File: src/hdl/tbpd_pkg.sv
// Shared codes, reset values and controller/datapath interface types for the pulse core.
package tbpd_pkg;

	// Ring depth default
	localparam int RECENT_DEPTH_DEF = 16;

	// Field widths
	localparam int SEQ_W  = 32;
	localparam int BTN_W  = 32;
	localparam int MS_W   = 16;
	localparam int CODE_W = 3;
	localparam int OP_W   = 2;
	localparam int CFG_IDX_W = 2;
	localparam int CFG_DATA_W = 32;

	// Opcodes
	localparam logic [OP_W-1:0] OP_TICK    = 2'd0;
	localparam logic [OP_W-1:0] OP_PULSE   = 2'd1;
	localparam logic [OP_W-1:0] OP_STATUS  = 2'd2;
	localparam logic [OP_W-1:0] OP_RELEASE = 2'd3;

	// Status codes
	localparam logic [CODE_W-1:0] ST_OK          = 3'd0;
	localparam logic [CODE_W-1:0] ST_INVALID     = 3'd1;
	localparam logic [CODE_W-1:0] ST_BUSY        = 3'd2;
	localparam logic [CODE_W-1:0] ST_LEGACY      = 3'd3;
	localparam logic [CODE_W-1:0] ST_ENABLE_FAIL = 3'd4;

	// Pulse state codes
	localparam logic [CODE_W-1:0] PS_IDLE      = 3'd0;
	localparam logic [CODE_W-1:0] PS_ACCEPTED  = 3'd1;
	localparam logic [CODE_W-1:0] PS_PROGRESS  = 3'd2;
	localparam logic [CODE_W-1:0] PS_COMPLETED = 3'd3;
	localparam logic [CODE_W-1:0] PS_ALREADY   = 3'd4;
	localparam logic [CODE_W-1:0] PS_ABORTED   = 3'd5;
	localparam logic [CODE_W-1:0] PS_NOT_FOUND = 3'd6;

	// Configuration register indexes
	localparam logic [CFG_IDX_W-1:0] CFG_MIN_HOLD   = 2'd0;
	localparam logic [CFG_IDX_W-1:0] CFG_MAX_HOLD   = 2'd1;
	localparam logic [CFG_IDX_W-1:0] CFG_MAX_SETTLE = 2'd2;
	localparam logic [CFG_IDX_W-1:0] CFG_NEUTRAL    = 2'd3;

	// Configuration reset values
	localparam logic [MS_W-1:0]  MIN_HOLD_RST   = 16'd20;
	localparam logic [MS_W-1:0]  MAX_HOLD_RST   = 16'd2000;
	localparam logic [MS_W-1:0]  MAX_SETTLE_RST = 16'd2000;
	localparam logic [BTN_W-1:0] NEUTRAL_RST    = 32'd4095;

	// Controller to datapath commands
	typedef struct packed {
		logic capture;
		logic service;
		logic scan;
		logic finish;
	} ctl_cmd_t;

	// Datapath to controller status
	typedef struct packed {
		logic is_tick;
		logic need_scan;
		logic scan_done;
	} dp_stat_t;

endpackage

File: src/hdl/tbpd_ring.sv
// Ring of recent terminal pulse states: one write port, one-entry-per-cycle lookup scan while scan_step is high.
module tbpd_ring #(
	parameter int DEPTH = tbpd_pkg::RECENT_DEPTH_DEF
) (
	input  logic                        clk,
	input  logic                        arst_n,
	input  logic                        wr_en,
	input  logic [tbpd_pkg::SEQ_W-1:0]  wr_seq,
	input  logic [tbpd_pkg::CODE_W-1:0] wr_res,
	input  logic                        scan_clr,
	input  logic                        scan_step,
	input  logic [tbpd_pkg::SEQ_W-1:0]  key,
	output logic                        hit,
	output logic [tbpd_pkg::CODE_W-1:0] hit_res,
	output logic                        scan_done
);

	localparam int IDX_W = (DEPTH > 1) ? $clog2(DEPTH) : 1;
	localparam int CNT_W = $clog2(DEPTH + 1);

	logic [tbpd_pkg::SEQ_W-1:0]  id_mem  [DEPTH];
	logic [tbpd_pkg::CODE_W-1:0] res_mem [DEPTH];
	logic [DEPTH-1:0]            valid_q;
	logic [IDX_W-1:0]            slot_q;
	logic [CNT_W-1:0]            cnt_q;
	logic [IDX_W-1:0]            rd_addr;
	logic                        rd_en;
	logic [tbpd_pkg::SEQ_W-1:0]  rd_id_s1;
	logic [tbpd_pkg::CODE_W-1:0] rd_res_s1;
	logic                        rd_vld_s1;
	logic                        rd_live_s1;
	logic                        rd_last_s1;
	logic                        hit_q;
	logic [tbpd_pkg::CODE_W-1:0] hit_res_q;

	assign rd_addr = cnt_q[IDX_W-1:0];
	assign rd_en   = scan_step && (cnt_q < CNT_W'(DEPTH));

	// Write at the next slot, read the scanned entry
	always_ff @(posedge clk) begin
		if (wr_en) begin
			id_mem[slot_q]  <= wr_seq;
			res_mem[slot_q] <= wr_res;
		end
		if (rd_en) begin
			rd_id_s1  <= id_mem[rd_addr];
			rd_res_s1 <= res_mem[rd_addr];
		end
	end

	// Track valid entries and advance the write slot
	always_ff @(posedge clk or negedge arst_n) begin
		if (!arst_n) begin
			valid_q <= '0;
			slot_q  <= '0;
		end else if (wr_en) begin
			valid_q[slot_q] <= 1'b1;
			if (slot_q == IDX_W'(DEPTH - 1)) begin
				slot_q <= '0;
			end else begin
				slot_q <= slot_q + 1'b1;
			end
		end
	end

	// Step the scan and keep the lowest matching entry
	always_ff @(posedge clk or negedge arst_n) begin
		if (!arst_n) begin
			cnt_q      <= '0;
			rd_vld_s1  <= 1'b0;
			rd_live_s1 <= 1'b0;
			rd_last_s1 <= 1'b0;
			hit_q      <= 1'b0;
			hit_res_q  <= '0;
		end else begin
			rd_live_s1 <= rd_en;
			rd_vld_s1  <= valid_q[rd_addr];
			rd_last_s1 <= (cnt_q == CNT_W'(DEPTH - 1));
			if (scan_clr) begin
				cnt_q <= '0;
				hit_q <= 1'b0;
			end else if (scan_step) begin
				if (rd_en) begin
					cnt_q <= cnt_q + 1'b1;
				end
				if (rd_live_s1 && rd_vld_s1 && (rd_id_s1 == key) && !hit_q) begin
					hit_q     <= 1'b1;
					hit_res_q <= rd_res_s1;
				end
			end
		end
	end

	assign hit       = hit_q;
	assign hit_res   = hit_res_q;
	assign scan_done = rd_live_s1 && rd_last_s1;

endmodule

File: src/hdl/tbpd_datapath.sv
// Datapath: configuration, pulse state, service and request decisions, result registers.
module tbpd_datapath #(
	parameter int RECENT_DEPTH = tbpd_pkg::RECENT_DEPTH_DEF
) (
	input  logic                            clk,
	input  logic                            arst_n,
	input  tbpd_pkg::ctl_cmd_t              cmd,
	output tbpd_pkg::dp_stat_t              stat,
	input  logic                            cfg_we,
	input  logic [tbpd_pkg::CFG_IDX_W-1:0]  cfg_index,
	input  logic [tbpd_pkg::CFG_DATA_W-1:0] cfg_data,
	input  logic [tbpd_pkg::OP_W-1:0]       opcode,
	input  logic [tbpd_pkg::SEQ_W-1:0]      sequence_id,
	input  logic [tbpd_pkg::BTN_W-1:0]      buttons,
	input  logic [tbpd_pkg::MS_W-1:0]       hold_ms,
	input  logic [tbpd_pkg::MS_W-1:0]       settle_ms,
	input  logic                            legacy_on,
	input  logic                            enable_failed,
	output logic [tbpd_pkg::CODE_W-1:0]     status_code,
	output logic [tbpd_pkg::SEQ_W-1:0]      reported_sequence,
	output logic [tbpd_pkg::CODE_W-1:0]     pulse_state,
	output logic [tbpd_pkg::BTN_W-1:0]      driven_buttons,
	output logic [tbpd_pkg::MS_W-1:0]       time_remaining,
	output logic                            hid_enabled,
	output logic                            legacy_flag,
	output logic                            pulse_busy
);

	// Configuration
	logic [tbpd_pkg::MS_W-1:0]  min_hold_q, max_hold_q, max_settle_q;
	logic [tbpd_pkg::BTN_W-1:0] neutral_q;

	// Pulse state
	logic                       active_q, settling_q, inj_q;
	logic [tbpd_pkg::SEQ_W-1:0] cur_seq_q;
	logic [tbpd_pkg::BTN_W-1:0] held_q;
	logic [tbpd_pkg::MS_W-1:0]  settle_len_q, countdown_q;

	// Captured item
	logic [tbpd_pkg::OP_W-1:0]  op_q;
	logic [tbpd_pkg::SEQ_W-1:0] seq_q;
	logic [tbpd_pkg::BTN_W-1:0] btn_q;
	logic [tbpd_pkg::MS_W-1:0]  hold_q, settle_q;
	logic                       legacy_q, enfail_q;

	// Result registers
	logic [tbpd_pkg::CODE_W-1:0] status_q, pstate_q;
	logic [tbpd_pkg::SEQ_W-1:0]  rseq_q;

	// Service step
	logic [tbpd_pkg::MS_W-1:0]   cd_tick;
	logic                        svc_active, svc_settling, svc_end;
	logic [tbpd_pkg::BTN_W-1:0]  svc_held;
	logic [tbpd_pkg::MS_W-1:0]   svc_settle_len, svc_cd;
	logic [tbpd_pkg::SEQ_W-1:0]  svc_cur;
	logic [tbpd_pkg::CODE_W-1:0] svc_st;

	// Finish step
	logic                        invalid, cur_match;
	logic                        fin_active, fin_settling, fin_inj, fin_end;
	logic [tbpd_pkg::BTN_W-1:0]  fin_held;
	logic [tbpd_pkg::MS_W-1:0]   fin_settle_len, fin_cd;
	logic [tbpd_pkg::SEQ_W-1:0]  fin_cur, fin_rseq;
	logic [tbpd_pkg::CODE_W-1:0] fin_status, fin_pstate;

	// Ring access
	logic                        ring_we, ring_hit;
	logic [tbpd_pkg::CODE_W-1:0] ring_wr_res, ring_hit_res;
	logic                        scan_done;

	// Write configuration registers
	always_ff @(posedge clk or negedge arst_n) begin
		if (!arst_n) begin
			min_hold_q   <= tbpd_pkg::MIN_HOLD_RST;
			max_hold_q   <= tbpd_pkg::MAX_HOLD_RST;
			max_settle_q <= tbpd_pkg::MAX_SETTLE_RST;
			neutral_q    <= tbpd_pkg::NEUTRAL_RST;
		end else if (cfg_we) begin
			unique case (cfg_index)
				tbpd_pkg::CFG_MIN_HOLD:   min_hold_q   <= cfg_data[tbpd_pkg::MS_W-1:0];
				tbpd_pkg::CFG_MAX_HOLD:   max_hold_q   <= cfg_data[tbpd_pkg::MS_W-1:0];
				tbpd_pkg::CFG_MAX_SETTLE: max_settle_q <= cfg_data[tbpd_pkg::MS_W-1:0];
				tbpd_pkg::CFG_NEUTRAL:    neutral_q    <= cfg_data;
			endcase
		end
	end

	// Hold the accepted item
	always_ff @(posedge clk) begin
		if (cmd.capture) begin
			op_q     <= opcode;
			seq_q    <= sequence_id;
			btn_q    <= buttons;
			hold_q   <= hold_ms;
			settle_q <= settle_ms;
			legacy_q <= legacy_on;
			enfail_q <= enable_failed;
		end
	end

	// Service the running pulse: tick, abort, phase change, completion
	always_comb begin
		cd_tick = countdown_q;
		if ((op_q == tbpd_pkg::OP_TICK) && active_q && (countdown_q != '0)) begin
			cd_tick = countdown_q - 1'b1;
		end
		svc_active     = active_q;
		svc_settling   = settling_q;
		svc_held       = held_q;
		svc_settle_len = settle_len_q;
		svc_cd         = cd_tick;
		svc_cur        = cur_seq_q;
		svc_end        = 1'b0;
		svc_st         = tbpd_pkg::PS_COMPLETED;
		if (active_q) begin
			if (legacy_q) begin
				svc_end = 1'b1;
				svc_st  = tbpd_pkg::PS_ABORTED;
			end else if (cd_tick == '0) begin
				if (settling_q || (settle_len_q == '0)) begin
					svc_end = 1'b1;
				end else begin
					svc_settling = 1'b1;
					svc_cd       = settle_len_q;
					svc_held     = neutral_q;
				end
			end
		end
		if (svc_end) begin
			svc_active     = 1'b0;
			svc_settling   = 1'b0;
			svc_held       = neutral_q;
			svc_settle_len = '0;
			svc_cd         = '0;
			svc_cur        = '0;
		end
	end

	assign invalid = (seq_q == '0) || ((btn_q & ~neutral_q) != '0) || (btn_q == neutral_q) ||
		(hold_q < min_hold_q) || (hold_q > max_hold_q) || (settle_q > max_settle_q);
	assign cur_match = active_q && (cur_seq_q == seq_q);

	// Decide the request and form the result
	always_comb begin
		fin_active     = active_q;
		fin_settling   = settling_q;
		fin_inj        = inj_q;
		fin_held       = held_q;
		fin_settle_len = settle_len_q;
		fin_cd         = countdown_q;
		fin_cur        = cur_seq_q;
		fin_end        = 1'b0;
		fin_status     = tbpd_pkg::ST_OK;
		fin_rseq       = '0;
		fin_pstate     = tbpd_pkg::PS_IDLE;
		unique case (op_q)
			tbpd_pkg::OP_PULSE: begin
				fin_rseq = seq_q;
				if (invalid) begin
					fin_status = tbpd_pkg::ST_INVALID;
					fin_pstate = tbpd_pkg::PS_ABORTED;
				end else if (cur_match) begin
					fin_pstate = tbpd_pkg::PS_PROGRESS;
				end else if (ring_hit) begin
					fin_pstate = (ring_hit_res == tbpd_pkg::PS_COMPLETED) ?
						tbpd_pkg::PS_ALREADY : ring_hit_res;
				end else if (active_q) begin
					fin_status = tbpd_pkg::ST_BUSY;
					fin_rseq   = cur_seq_q;
					fin_pstate = tbpd_pkg::PS_PROGRESS;
				end else if (legacy_q) begin
					fin_status = tbpd_pkg::ST_LEGACY;
					fin_pstate = tbpd_pkg::PS_ABORTED;
				end else if (enfail_q) begin
					fin_status = tbpd_pkg::ST_ENABLE_FAIL;
					fin_pstate = tbpd_pkg::PS_ABORTED;
				end else begin
					fin_inj        = 1'b1;
					fin_active     = 1'b1;
					fin_settling   = 1'b0;
					fin_cur        = seq_q;
					fin_held       = btn_q;
					fin_settle_len = settle_q;
					fin_cd         = hold_q;
					fin_pstate     = tbpd_pkg::PS_ACCEPTED;
				end
			end
			tbpd_pkg::OP_STATUS: begin
				fin_rseq = seq_q;
				if (seq_q == '0) begin
					fin_rseq   = active_q ? cur_seq_q : '0;
					fin_pstate = active_q ? tbpd_pkg::PS_PROGRESS : tbpd_pkg::PS_IDLE;
				end else if (cur_match) begin
					fin_pstate = tbpd_pkg::PS_PROGRESS;
				end else if (ring_hit) begin
					fin_pstate = ring_hit_res;
				end else begin
					fin_pstate = tbpd_pkg::PS_NOT_FOUND;
				end
			end
			tbpd_pkg::OP_RELEASE: begin
				fin_held = neutral_q;
				if (active_q) begin
					fin_end        = 1'b1;
					fin_active     = 1'b0;
					fin_settling   = 1'b0;
					fin_settle_len = '0;
					fin_cd         = '0;
					fin_cur        = '0;
				end
			end
			tbpd_pkg::OP_TICK: begin
				fin_held = held_q;
			end
		endcase
	end

	// Advance the pulse state
	always_ff @(posedge clk or negedge arst_n) begin
		if (!arst_n) begin
			active_q     <= 1'b0;
			settling_q   <= 1'b0;
			inj_q        <= 1'b0;
			cur_seq_q    <= '0;
			held_q       <= tbpd_pkg::NEUTRAL_RST;
			settle_len_q <= '0;
			countdown_q  <= '0;
		end else if (cmd.service) begin
			active_q     <= svc_active;
			settling_q   <= svc_settling;
			cur_seq_q    <= svc_cur;
			held_q       <= svc_held;
			settle_len_q <= svc_settle_len;
			countdown_q  <= svc_cd;
		end else if (cmd.finish) begin
			active_q     <= fin_active;
			settling_q   <= fin_settling;
			inj_q        <= fin_inj;
			cur_seq_q    <= fin_cur;
			held_q       <= fin_held;
			settle_len_q <= fin_settle_len;
			countdown_q  <= fin_cd;
		end
	end

	// Load the result fields
	always_ff @(posedge clk) begin
		if (cmd.finish) begin
			status_q <= fin_status;
			rseq_q   <= fin_rseq;
			pstate_q <= fin_pstate;
		end
	end

	// Record terminal states of ended pulses
	assign ring_we     = (cmd.service && svc_end) || (cmd.finish && fin_end);
	assign ring_wr_res = cmd.service ? svc_st : tbpd_pkg::PS_ABORTED;

	tbpd_ring #(
		.DEPTH(RECENT_DEPTH)
	) u_ring (
		.clk      (clk),
		.arst_n   (arst_n),
		.wr_en    (ring_we),
		.wr_seq   (cur_seq_q),
		.wr_res   (ring_wr_res),
		.scan_clr (cmd.service),
		.scan_step(cmd.scan),
		.key      (seq_q),
		.hit      (ring_hit),
		.hit_res  (ring_hit_res),
		.scan_done(scan_done)
	);

	assign stat.is_tick   = (op_q == tbpd_pkg::OP_TICK);
	assign stat.need_scan = (op_q == tbpd_pkg::OP_PULSE) || (op_q == tbpd_pkg::OP_STATUS);
	assign stat.scan_done = scan_done;

	assign status_code       = status_q;
	assign reported_sequence = rseq_q;
	assign pulse_state       = pstate_q;
	assign driven_buttons    = (active_q && !settling_q) ? held_q : neutral_q;
	assign time_remaining    = active_q ? countdown_q : '0;
	assign hid_enabled       = inj_q;
	assign legacy_flag       = legacy_q;
	assign pulse_busy        = active_q;

endmodule

File: src/hdl/tbpd_ctrl.sv
// Controller: per item, capture, service, ring scan if needed, finish and strobe unless a tick.
module tbpd_ctrl (
	input  logic               clk,
	input  logic               arst_n,
	input  logic               start,
	output logic               busy,
	output logic               done,
	output tbpd_pkg::ctl_cmd_t cmd,
	input  tbpd_pkg::dp_stat_t stat
);

	typedef enum logic [3:0] {
		S_IDLE = 4'b0001,
		S_SVC  = 4'b0010,
		S_SCAN = 4'b0100,
		S_FIN  = 4'b1000
	} ctl_state_t;

	ctl_state_t state_q, state_d;
	logic       done_q;

	// Next state and commands
	always_comb begin
		state_d     = state_q;
		cmd.capture = 1'b0;
		cmd.service = 1'b0;
		cmd.scan    = 1'b0;
		cmd.finish  = 1'b0;
		unique case (state_q)
			S_IDLE: begin
				if (start) begin
					cmd.capture = 1'b1;
					state_d     = S_SVC;
				end
			end
			S_SVC: begin
				cmd.service = 1'b1;
				if (stat.is_tick) begin
					state_d = S_IDLE;
				end else if (stat.need_scan) begin
					state_d = S_SCAN;
				end else begin
					state_d = S_FIN;
				end
			end
			S_SCAN: begin
				cmd.scan = 1'b1;
				if (stat.scan_done) begin
					state_d = S_FIN;
				end
			end
			S_FIN: begin
				cmd.finish = 1'b1;
				state_d    = S_IDLE;
			end
			default: begin
				state_d = S_IDLE;
			end
		endcase
	end

	// Advance state, raise the strobe after finish
	always_ff @(posedge clk or negedge arst_n) begin
		if (!arst_n) begin
			state_q <= S_IDLE;
			done_q  <= 1'b0;
		end else begin
			state_q <= state_d;
			done_q  <= cmd.finish;
		end
	end

	assign busy = (state_q != S_IDLE);
	assign done = done_q;

endmodule

File: src/hdl/timed_button_pulse_dedupe_core.sv
// Timed button pulse core with sequence dedupe: top level joining controller and datapath.
// Tick: accepted, serviced in the next cycle, no result; next item accepted once back in idle.
// Release all: strobe follows the service and finish states; next accept in the strobe cycle.
// Pulse and status: result strobe follows the service, ring scan and finish states; the ring
// lookup reads one entry per cycle through its single read port. Results are strobed for
// one cycle and cannot be stalled. Asynchronous active-low reset clears controller, config,
// pulse state and ring valid bits at once, not ring or result data; no clearing pass.
module timed_button_pulse_dedupe_core #(
	parameter int RECENT_DEPTH = tbpd_pkg::RECENT_DEPTH_DEF
) (
	input  logic                            clk,
	input  logic                            arst_n,
	input  logic                            start,
	output logic                            busy,
	input  logic                            cfg_we,
	input  logic [tbpd_pkg::CFG_IDX_W-1:0]  cfg_index,
	input  logic [tbpd_pkg::CFG_DATA_W-1:0] cfg_data,
	input  logic [tbpd_pkg::OP_W-1:0]       opcode,
	input  logic [tbpd_pkg::SEQ_W-1:0]      sequence_id,
	input  logic [tbpd_pkg::BTN_W-1:0]      buttons,
	input  logic [tbpd_pkg::MS_W-1:0]       hold_ms,
	input  logic [tbpd_pkg::MS_W-1:0]       settle_ms,
	input  logic                            legacy_on,
	input  logic                            enable_failed,
	output logic                            done,
	output logic [tbpd_pkg::CODE_W-1:0]     status_code,
	output logic [tbpd_pkg::SEQ_W-1:0]      reported_sequence,
	output logic [tbpd_pkg::CODE_W-1:0]     pulse_state,
	output logic [tbpd_pkg::BTN_W-1:0]      driven_buttons,
	output logic [tbpd_pkg::MS_W-1:0]       time_remaining,
	output logic                            hid_enabled,
	output logic                            legacy_flag,
	output logic                            pulse_busy
);

	tbpd_pkg::ctl_cmd_t cmd;
	tbpd_pkg::dp_stat_t stat;

	tbpd_ctrl u_ctrl (
		.clk   (clk),
		.arst_n(arst_n),
		.start (start),
		.busy  (busy),
		.done  (done),
		.cmd   (cmd),
		.stat  (stat)
	);

	tbpd_datapath #(
		.RECENT_DEPTH(RECENT_DEPTH)
	) u_dp (
		.clk              (clk),
		.arst_n           (arst_n),
		.cmd              (cmd),
		.stat             (stat),
		.cfg_we           (cfg_we),
		.cfg_index        (cfg_index),
		.cfg_data         (cfg_data),
		.opcode           (opcode),
		.sequence_id      (sequence_id),
		.buttons          (buttons),
		.hold_ms          (hold_ms),
		.settle_ms        (settle_ms),
		.legacy_on        (legacy_on),
		.enable_failed    (enable_failed),
		.status_code      (status_code),
		.reported_sequence(reported_sequence),
		.pulse_state      (pulse_state),
		.driven_buttons   (driven_buttons),
		.time_remaining   (time_remaining),
		.hid_enabled      (hid_enabled),
		.legacy_flag      (legacy_flag),
		.pulse_busy       (pulse_busy)
	);

endmodule

File: config.mk
export PLATFORM = sky130hd
export DESIGN_NAME = timed_button_pulse_dedupe_core
export DESIGN_NICKNAME = d
export VERILOG_FILES = /design/src/hdl/tbpd_pkg.sv /design/src/hdl/tbpd_ring.sv /design/src/hdl/tbpd_datapath.sv /design/src/hdl/tbpd_ctrl.sv /design/src/hdl/timed_button_pulse_dedupe_core.sv
export SDC_FILE = /design/constraint.sdc
export NUM_CORES = 1
export LEC_CHECK = 0
export BUFFER_PORTS_ARGS = -buffer_cell sky130_fd_sc_hd__buf_2
export CORE_MARGIN = 4
export CORE_UTILIZATION = 33
export DETAILED_ROUTE_END_ITERATION = 8
export GPL_TIMING_DRIVEN = 0
export MAX_ROUTING_LAYER = met4
export PLACE_DENSITY = 0.55
export SLEW_MARGIN = 25
export SYNTH_ARGS = -nofsm -noshare
export SYNTH_HDL_FRONTEND = slang
export SYNTH_SLANG_ARGS = --single-unit
File: constraint.sdc
create_clock -name clk -period 6.5 [get_ports clk]
set_input_delay 0.325 -clock clk [delete_from_list [all_inputs] [get_ports clk]]
set_output_delay 0.325 -clock clk [all_outputs]
set_load 0.02 [all_outputs]
# [Yosys cells after proc, flatten, opt, wreduce, memory -nomap -nowiden]
# Memory sizes are Yosys's and may differ from the RTL's. A register that Yosys moved wholly into a read port is not among the register bits.
# Index checks and enable logic that the tools add are counted.
[totals] regBits=354 ramBits=560 output_inout_bits=91 elab_cells=272 n_memories=2
[mem_list] memory="u_dp.u_ring.id_mem" depth=16 width=32 rd=1 rd_clocked_by_memory_dff=1 wr=1 line_no="tbpd_ring.sv:21" source="logic [tbpd_pkg::SEQ_W-1:0] id_mem [DEPTH];"
[mem_list] memory="u_dp.u_ring.res_mem" depth=16 width=3 rd=1 rd_clocked_by_memory_dff=1 wr=1 line_no="tbpd_ring.sv:22" source="logic [tbpd_pkg::CODE_W-1:0] res_mem [DEPTH];"
[classes] add_sub_neg=3 n_lt_le_gt_ge=7 eq_ne=31 muxes=135 bitwise_logic=11 reduce_logical=50
[ops] cell="32-bit 2-to-1 mux" n=30
[ops] cell="16-bit 2-to-1 mux" n=25
[ops] cell="32-bit case mux with 2 select lines" n=3
[ops] cell="32-bit equality test" n=3
[ops] cell="16-bit case mux with 2 select lines" n=2
[ops] cell="1-bit 2-to-1 mux" n=44
[ops] cell="3-bit 2-to-1 mux" n=14
[ops] cell="32-bit AND" n=1
[ops] cell="16-bit > comparator" n=2
[ops] cell="16-bit zero test" n=2
[ops] cell="32-bit zero test" n=1
[ops] cell="32-bit inverter" n=1
[ops] cell="32-bit nonzero test" n=1
[ops] cell="3-bit inequality test (second input constant)" n=7
[ops] cell="4-bit 2-to-1 mux" n=5
[ops] cell="9-bit AND reduction" n=2
[ops] cell="16-bit < comparator" n=1
[ops] cell="16-bit bitwise OR" n=1
[ops] cell="16-bit nonzero test" n=1
[ops] cell="16-bit by 1-bit subtractor with 16-bit output (second input constant)" n=1
[ops] cell="5-bit 2-to-1 mux" n=3
[ops] cell="2-bit AND reduction" n=7
[ops] cell="13-bit AND reduction" n=1
[ops] cell="1-bit logical AND" n=12
[ops] cell="other kinds (36)" n=67

# [Logic depth before layout (Yosys ltp)]
# Gate-level depths: netlist of run 1.
[depth] word_depth=12 depth_mapped=14 ltp_nobuf=10

# [Hierarchy]
# A second synthesis of run 1 with hierarchy kept.
[hier_totals] cells_unflattened=2292 area_unflattened_um2=39416.6
[by_module_without_submodules] module="tbpd_ring" n_inst=1 cells_each=974 area_each_um2=23765.3 seq_area_each_um2=18667.9
[by_module_without_submodules] module="tbpd_datapath" n_inst=1 cells_each=1298 area_each_um2=15413.5 seq_area_each_um2=8670.8
[by_module_without_submodules] module="tbpd_ctrl" n_inst=1 cells_each=20 area_each_um2=237.7 seq_area_each_um2=126.4

# [Worst setup path before layout of run 1]
# Ideal clock, no wire load.
[synth_timing] path_type="register -> register" from="register u_ctrl.state_q[1]" to="memory u_dp.u_ring.id_mem[1][0] in the netlist's numbering (enable)" arrival_time_ns=6.213 required_ns=6.033 setup_slack_ns=-0.181 stages_incl_launch_ff=7 path_buffers=1 synth_period_minus_slack_ns=6.681 path_cell_list="dfrtp_1 -> nor4b_2 -> a22oi_1 -> o22ai_2 -> buf_2 -> nand2_1 -> nor3_1"
[synth_rtl] item="from (decl)" line_no="tbpd_ctrl.sv:19" source="ctl_state_t state_q, state_d;"
[synth_rtl] item="from (signal assigned)" line_no="tbpd_ctrl.sv:68" source="state_q <= state_d;"
[synth_rtl] item="to (decl)" line_no="tbpd_ring.sv:21"

# [Final worst setup path of run 1]
[layout_timing] from="register u_dp.cur_seq_q[17] in the netlist's numbering" to="register u_dp.rseq_q, in the netlist u_dp.reported_sequence[13] (data pin)"
[layout_via] elab_chain_len=5
[layout_rtl] item="from (decl)" line_no="tbpd_datapath.sv:35" source="logic [tbpd_pkg::SEQ_W-1:0] cur_seq_q;"
[layout_rtl] item="from (signal assigned)" line_no="tbpd_datapath.sv:231" source="cur_seq_q <= svc_cur;"
[layout_rtl] item="from (signal assigned)" line_no="tbpd_datapath.sv:239" source="cur_seq_q <= fin_cur;"
[layout_rtl] item="32-bit equality test" line_no="tbpd_datapath.sv:141" source="assign cur_match = active_q && (cur_seq_q == seq_q);"
[layout_rtl] item="1-bit logical AND" line_no="tbpd_datapath.sv:141"
[layout_rtl] item="32-bit 2-to-1 mux" line_no="tbpd_datapath.sv:162" source="end else if (cur_match) begin"
[layout_rtl] item="32-bit 2-to-1 mux" line_no="tbpd_datapath.sv:159" source="if (invalid) begin"
[layout_rtl] item="32-bit case mux with 2 select lines" line_no="tbpd_datapath.sv:156" source="unique case (op_q)"
[layout_rtl] item="net u_dp.fin_rseq, one bit" line_no="tbpd_datapath.sv:63" source="logic [tbpd_pkg::SEQ_W-1:0] fin_cur, fin_rseq;"
[layout_rtl] item="to (signal assigned)" line_no="tbpd_datapath.sv:250" source="rseq_q <= fin_rseq;"
[layout_rtl] item="to (decl)" line_no="tbpd_datapath.sv:48" source="logic [tbpd_pkg::SEQ_W-1:0] rseq_q;"
# The timed path passes the listed nets, and every way through them passes these cells.
# A chain may end at the register's enable or synchronous reset.

==> flow_metrics.env, run 1 <==
export IMPL_p_total_mw=17.2
export IMPL_dpl_hpwl_mm=81.9
export IMPL_synth_async_reset_ratio_pct=23.2
export IMPL_layout_commonest_cell="edfxtp_1"
export IMPL_rsz0062_at_grt="no"
export IMPL_design_area_mm2=0.0482
export IMPL_mostFrequentLayoutCells="edfxtp_1, buf_2, dfrtp_1"
export IMPL_worstMarginPinSlew_ns=1.08
export IMPL_ctsHtreeMaxLevel=3
export IMPL_drt_initial_drc_count=2366
export IMPL_ys_ff_latch=932
export IMPL_max_slew_margin_rel_pct=27.2
export IMPL_cts_tree="yes"
export IMPL_synthFlopType="edfxtp_1"
export IMPL_synth_fp_nets=2645
export IMPL_place_gp_congestion=0.890
export IMPL_syn_area_per_cell_um2=16.3
export IMPL_hold_class="in -> reg"
export IMPL_maxCapViolations=0
export IMPL_path_class="reg -> reg"
export IMPL_fin_nets=3158
export IMPL_port_buffer_count=228
export IMPL_critical_path_startpoint="u_dp.cur_seq_q[17]$_DFFE_PN0P_"
export IMPL_p_clk_share_pct=32.8
export IMPL_syn_area_mm2=0.0394
export IMPL_grt_overflow=0
export IMPL_finClkSkew_ns=0.0526
export IMPL_p_int_mw=12.0
export IMPL_grt_start_max_net_pins=80
export IMPL_cp_end_kind="flip-flop"
export IMPL_fin_crit_ns=5.10
export IMPL_cts_resized=0
export IMPL_netSwitchingFraction_pct=30.1
export IMPL_antenna_found_initial=2
export IMPL_clockBufferDepth=3
export IMPL_die_w_um=354
export IMPL_track_usage_pct=18.8
export IMPL_drc=0
export IMPL_status="finished, final reports clean"
export IMPL_firstDrtPassIters=7
export IMPL_hold_viol=0
export IMPL_ant_nets=0
export IMPL_ys_warn_count=0
export IMPL_numCtsBuffers=100
export IMPL_pwr_density_cell_mw_per_mm2=357
export IMPL_cts_root_buf="clkbuf_16"
export IMPL_synth_cells=2415
export IMPL_crit_fanout=19
export IMPL_start_util_pct=33.3
export IMPL_sequentialPowerShare_pct=48.6
export IMPL_clock_latency_ns=0.69
export IMPL_placed_area_mm2=0.0436
export IMPL_synth_edf_count=716
export IMPL_dieArea_mm2=0.125
export IMPL_area_growth_pct=22.2
export IMPL_vias=23900
export IMPL_grt_pass1_vias=24000
export IMPL_worstPathRequired_ns=6.95
export IMPL_wire_per_inst_um=25.4
export IMPL_vias_per_cell=5.25
export IMPL_maxSlewViolCount=0
export IMPL_cts_sinks=932
export IMPL_pwr_share_comb_pct=18.6
export IMPL_drive_gt1_share_pct=26.4
export IMPL_io_pins=229
export IMPL_clk_pin_slew_ns=0.07
export IMPL_grt_pass1_wl_mm=168
export IMPL_hold_ws_ns=0.157
export IMPL_leakage_nw=17.1
export IMPL_fin_setup_tns_ns=0
export IMPL_rows=126
export IMPL_vdd_drop_max_mv=0.242
export IMPL_cp_start_kind="flip-flop"
export IMPL_wirelength_mm=116
export IMPL_setup_viol=0
export IMPL_fill_cells=10800
export IMPL_p_switching_mw=5.18
export IMPL_instances_no_fill=4551
export IMPL_die_h_um=354
export IMPL_dp_cells=4228
export IMPL_hp_start="cfg_index[1]"
export IMPL_coreArea_mm2=0.118
export IMPL_max_freq_mhz=196
export IMPL_yosysSeqAreaShare_pct=68.4
export IMPL_cp_arrival_ns=5.55
export IMPL_post_route_period_util_pct=78.5
export IMPL_synth_distinct_cells=76
export IMPL_r2r_start="u_dp.cur_seq_q[17]$_DFFE_PN0P_"
==> layout make-up <==
class                           count  area, µm²  share of cell area, %
Tap cell                         1536       1920                   3.99
Multi-Input combinational cell   1214      11600                   24.0
Buffer                            122        544                   1.13
Timing Repair Buffer              411       3380                   7.02
Sequential cell                   932      27000                   56.0
Clock inverter                     59        574                   1.19
Antenna cell                        1       2.50                0.00519
Inverter                          147        552                   1.15
Clock buffer                      129       2690                   5.59
==> flip-flops by register name (all words and copies together) (netlist names), 32 cells and up <==
| register | flops |
|---|---|
| u_dp.btn_q | 32 |
| u_dp.seq_q | 32 |
| u_dp.held_q | 32 |
| u_dp.u_ring.res_mem | 32 |
| u_dp.cur_seq_q | 32 |
| u_dp.reported_sequence | 32 |
| u_dp.neutral_q | 32 |
| u_dp.u_ring.id_mem | 512 |
| u_dp.u_ring.rd_id_s1 | 32 |
==> power groups by stage <==
stage	clock network (mW)	registers [mW]	logic (mW)
5_1_grt	6.03	8.45	3.50
2_1_floorplan	0	8.06	2.09
4_1_cts	5.76	8.36	3.22
3_5_place_dp	0	8.47	3.14
6_report	5.64	8.37	3.20
3_3_place_gp	0	8.52	3.04
==> path summary, 6_finish.rpt <==
check	depth (start not counted)	slack, ns	to
setup / recovery	9	1.40	u_dp.reported_sequence[13]$_DFFE_PP_
hold / removal	3	0.16	u_dp.min_hold_q[0]$_DFFE_PN0P_
setup reg to reg	9	1.40	u_dp.reported_sequence[13]$_DFFE_PP_
hold reg to reg	1	0.46	u_dp.u_ring.valid_q[9]$_DFFE_PN0N_
max in group asynchronous	3	5.36	u_dp.neutral_q[0]$_DFFE_PN1P_
min in group asynchronous	2	0.28	u_dp.countdown_q[0]$_DFFE_PN0P_
==> through the flow <==
step / utilization, % / setup WS (ns)
floorplan: - / 0.00370
global placement: 35.9 / -6.34
detailed placement: 36.8 / 1.57
CTS: 40.7 / 1.51
global route: 40.7 / 1.20
finish: 40.7 / 1.40
==> what timing repair did <==
item / CTS / global route
hold buffers: 134 / 0
endpoints found under the hold margin: 237 / 0
buffers inserted: 0 / 0
==> cells by family (layout without fill, tap and decap cells) <==
group           after synthesis  count (layout)  synth area share [%]
flops                       932             932                  68.4
simple gates                409             409                  5.38
compound gates              353             353                  5.81
mux                         281             281                  13.0
buf+inv                     269             868                  2.71
fa+ha+maj                    92              92                  2.92
xor+xnor                     79              79                  1.76
other cells                   0               1                     0
==> worst max-delay path: stages (launching register included) <==
cell and delay (ns):
dfrtp_1 0.85, xor2_1 0.29, nor4_1 0.32, nand4_1 0.15, nor4_2 0.74, nor2_1 0.30
a31o_2 0.31, a21boi_0 0.82, clkbuf_1 0.66, a22o_1 0.42
==> layer usage <==
metal	vias up	share of wire (%)	GRT usage [%]
li1	10400	-	-
met1	12400	44	26.2
met2	877	47	28.9
met3	149	6.7	3.15
met4	0	2.3	4.65
met5	-	0	-
==> synthesized netlist by cell type (15+ instances only) <==
library cell,instances,share of area [%]
and2_1,15,0.24
nand3_1,37,0.47
nand2_1,134,1.3
ha_1,92,2.9
o21ai_0,154,2.0
xnor2_1,41,0.91
mux2_2,73,2.1
clkbuf_1,86,0.82
dfstp_2,39,2.6
xor2_1,38,0.84
mux4_2,175,10
nor3_1,25,0.32
dfrtp_1,177,11
edfxtp_1,716,55
mux2_1,31,0.89
nor2_1,53,0.50
nand4_1,35,0.56
nor4_1,47,0.75
buf_1,19,0.18
a21oi_1,30,0.38
inv_1,146,1.4
a22o_1,38,0.84
o211ai_1,52,0.99
(Power assumes the default switching activity.)
==> run 2, diff against run 1 <==
ABC_AREA = 1   (was default)
clock period = 4.6 ns   (was 6.5 ns; I/O delays follow)
==> run 2 against run 1 <==
  * Area after synthesis up 6.9%
  * Global-route usage increased by 2.0 points
  * Design area is 5.3% higher
  * Via count is 35% higher
==> flow_metrics.env, run 2 <==
export IMPL_status="finished, final reports clean"
export IMPL_dpl_hpwl_mm=98.2
export IMPL_firstDrtPassIters=5
export IMPL_synth_cells=4048
export IMPL_crit_slowest_cell="buf_1"
export IMPL_track_usage_pct=20.8
export IMPL_hold_viol=0
export IMPL_sequentialPowerShare_pct=41.8
export IMPL_synth_edf_count=716
export IMPL_clk_pin_slew_ns=0.06
export IMPL_synthFlopType="edfxtp_1"
export IMPL_synth_top_cell_by_area="edfxtp_1"
export IMPL_post_route_period_util_pct=96.2
export IMPL_die_h_um=365
export IMPL_wirelength_mm=137
export IMPL_cts_tree="yes"
export IMPL_mostFrequentLayoutCells="edfxtp_1, nand2_1, nor2_1"
export IMPL_ys_ff_latch=932
export IMPL_crit_fanout=10
export IMPL_max_freq_mhz=226
export IMPL_utilization_pct=40.2
export IMPL_synth_most_common_cell="edfxtp_1"
export IMPL_coreArea_mm2=0.126
export IMPL_maxSlewViolCount=0
export IMPL_post_place_ws_ns=0.581
export IMPL_reg2reg_slack_ns=0.61
export IMPL_cp_end_kind="output pin"
export IMPL_synth_area_leaders="edfxtp_1, dfrtp_1, nand2_1"
export IMPL_dieArea_mm2=0.133
export IMPL_syn_area_mm2=0.0421
export IMPL_pwr_share_comb_pct=28.8
export IMPL_grt_overflow=0
export IMPL_finClkSkew_ns=0.0505
export IMPL_regMostFlops="u_dp.u_ring.id_mem"
export IMPL_syn_area_per_cell_um2=10.4
export IMPL_p_switching_mw=10.5
export IMPL_fin_nets=4770
export IMPL_cp_arrival_ns=4.20
export IMPL_drt_initial_drc_count=3439
export IMPL_cts_root_buf="clkbuf_16"
export IMPL_p_int_mw=17.7
export IMPL_vias_per_cell=5.14
export IMPL_placed_area_mm2=0.0459
export IMPL_layout_commonest_cell="edfxtp_1"
export IMPL_worstPathRequired_ns=4.37
export IMPL_cts_sinks=932
export IMPL_die_w_um=365
export IMPL_p_total_mw=28.2
export IMPL_setup_viol=0
export IMPL_synth_common_cells="edfxtp_1, nand2_1, nor2_1"
export IMPL_worstMarginPinSlew_ns=1.15
export IMPL_cts_resized=0
export IMPL_netSwitchingFraction_pct=37.1
export IMPL_yosysSeqAreaShare_pct=64.0
export IMPL_ys_warn_count=0
export IMPL_clockBufferDepth=3
export IMPL_area_growth_pct=20.4
export IMPL_fin_crit_ns=4.43
export IMPL_maxCapViolations=0
export IMPL_cp_start_kind="flip-flop"
export IMPL_max_slew_margin_rel_pct=23.3
export IMPL_pwr_density_cell_mw_per_mm2=556
export IMPL_drive_gt1_share_pct=12.4
export IMPL_leakage_nw=20.0
export IMPL_port_buffer_count=228
export IMPL_hold_class="in -> async"
export IMPL_io_pins=229
export IMPL_numCtsBuffers=97
export IMPL_design_area_mm2=0.0507
export IMPL_vias=32300
export IMPL_clock_latency_ns=0.70
export IMPL_synth_fp_nets=4278
export IMPL_max_stage_delay_ns=0.63
export IMPL_worstPathCellList="buf_2 > buf_1 > clkbuf_1 > nand2_1 > clkbuf_1 > a21oi_1 > buf_2"
export IMPL_path_class="reg -> out"
export IMPL_rsz0062_at_grt="no"
export IMPL_ant_nets=0
export IMPL_rows=130
export IMPL_synth_distinct_cells=51
export IMPL_synth_async_reset_ratio_pct=23.2
export IMPL_place_gp_congestion=0.918
export IMPL_grt_start_max_net_pins=75
export IMPL_ctsHtreeMaxLevel=3
export IMPL_wire_per_inst_um=21.8
export IMPL_grt_pass1_vias=31400
export IMPL_drc=0
export IMPL_vdd_drop_max_mv=0.438
export IMPL_start_util_pct=33.4
export IMPL_p_clk_share_pct=29.4
export IMPL_synth_top_area_share_pct=51.0
export IMPL_worst_slack_ns=0.173
export IMPL_largest_reg_flops=512
export IMPL_antenna_found_initial=15
export IMPL_grt_pass1_wl_mm=203
[run 2: area by class of cell]
cell class,count,area (µm²)
inverters,337,1270
diodes,13,32.5
well taps,1650,2060
fillers,12200,75500
flip-flops and latches,932,27000
clock inverters,65,763
clock buffers,119,2610
repair buffers,393,3100
plain buffers,225,965
multi-input cells,2554,13000
[run 2: per-stage QoR]
step | setup TNS, ns | cells | hold slack [ns]
global route | 0 | 6287 | 0.135
detailed placement | 0 | 5951 | 0.240
global placement | -941.20 | 5926 | 0.407
floorplan | 0 | 4048 | -0.0656
CTS | 0 | 6275 | 0.0743
finish | 0 | 6288 | 0.0904
[run 2: kinds of logic (layout without fill, tap and decap cells)]
family	Yosys count	after routing	share of synthesized area, %
buf+inv	562	1139	5.30
other cells	0	13	0
simple gates	1540	1540	15.1
fa+ha+maj	92	92	2.73
compound gates	879	879	12.0
flops	932	932	64.0
xor+xnor	43	43	0.894
[run 2: power by group through the flow]
| stage | clock [mW] | sequential [mW] | combinational (mW) |
|---|---|---|---|
| after floorplan | 0 | 11.3 | 5.03 |
| after global placement | 0 | 12.0 | 7.77 |
| after detailed placement | 0 | 11.9 | 7.96 |
| after CTS | 8.43 | 11.8 | 8.08 |
| after global routing | 8.80 | 11.9 | 9.03 |
| final | 8.30 | 11.8 | 8.12 |
[run 2: layer usage]
metal | wire [µm] | global-route usage (%)
met1 | 61300 | 28.5
met2 | 63300 | 32.6
met3 | 9410 | 3.59
met4 | 3260 | 4.80
met5 | 0 | -
[run 2: critical path: cells and delay by family (launching register included)]
family                 cells  cell delay, ns
AOI/OAI and AO/OA          1            0.50
buffers and inverters      5            2.10
DFF                        1            0.44
and+or+nand+nor            1            0.45
[run 2: final timing paths]
| kind | from | endpoint | depth (start not counted) |
|---|---|---|---|
| min reg2reg | u_dp.u_ring.valid_q[13]$_DFFE_PN0N_ | u_dp.u_ring.valid_q[13]$_DFFE_PN0N_ | 2 |
| min | arst_n | u_dp.min_hold_q[8]$_DFFE_PN0P_ | 2 |
| max in group asynchronous | arst_n | u_dp.u_ring.slot_q[0]$_DFFE_PN0N_ | 4 |
| max | u_dp.pulse_busy$_DFFE_PN0P_ | driven_buttons[4] | 7 |
| max reg2reg | u_dp.op_q[1]$_DFFE_PP_ | u_dp.u_ring.id_mem[12][30]$_DFFE_PP_ | 19 |
| min in group clk | enable_failed | u_dp.enfail_q$_DFFE_PP_ | 2 |
[run 2: what timing repair did]
action	in CTS	in global routing
endpoints found under the hold margin	292	0
hold buffers	140	0
buffers inserted	0	0
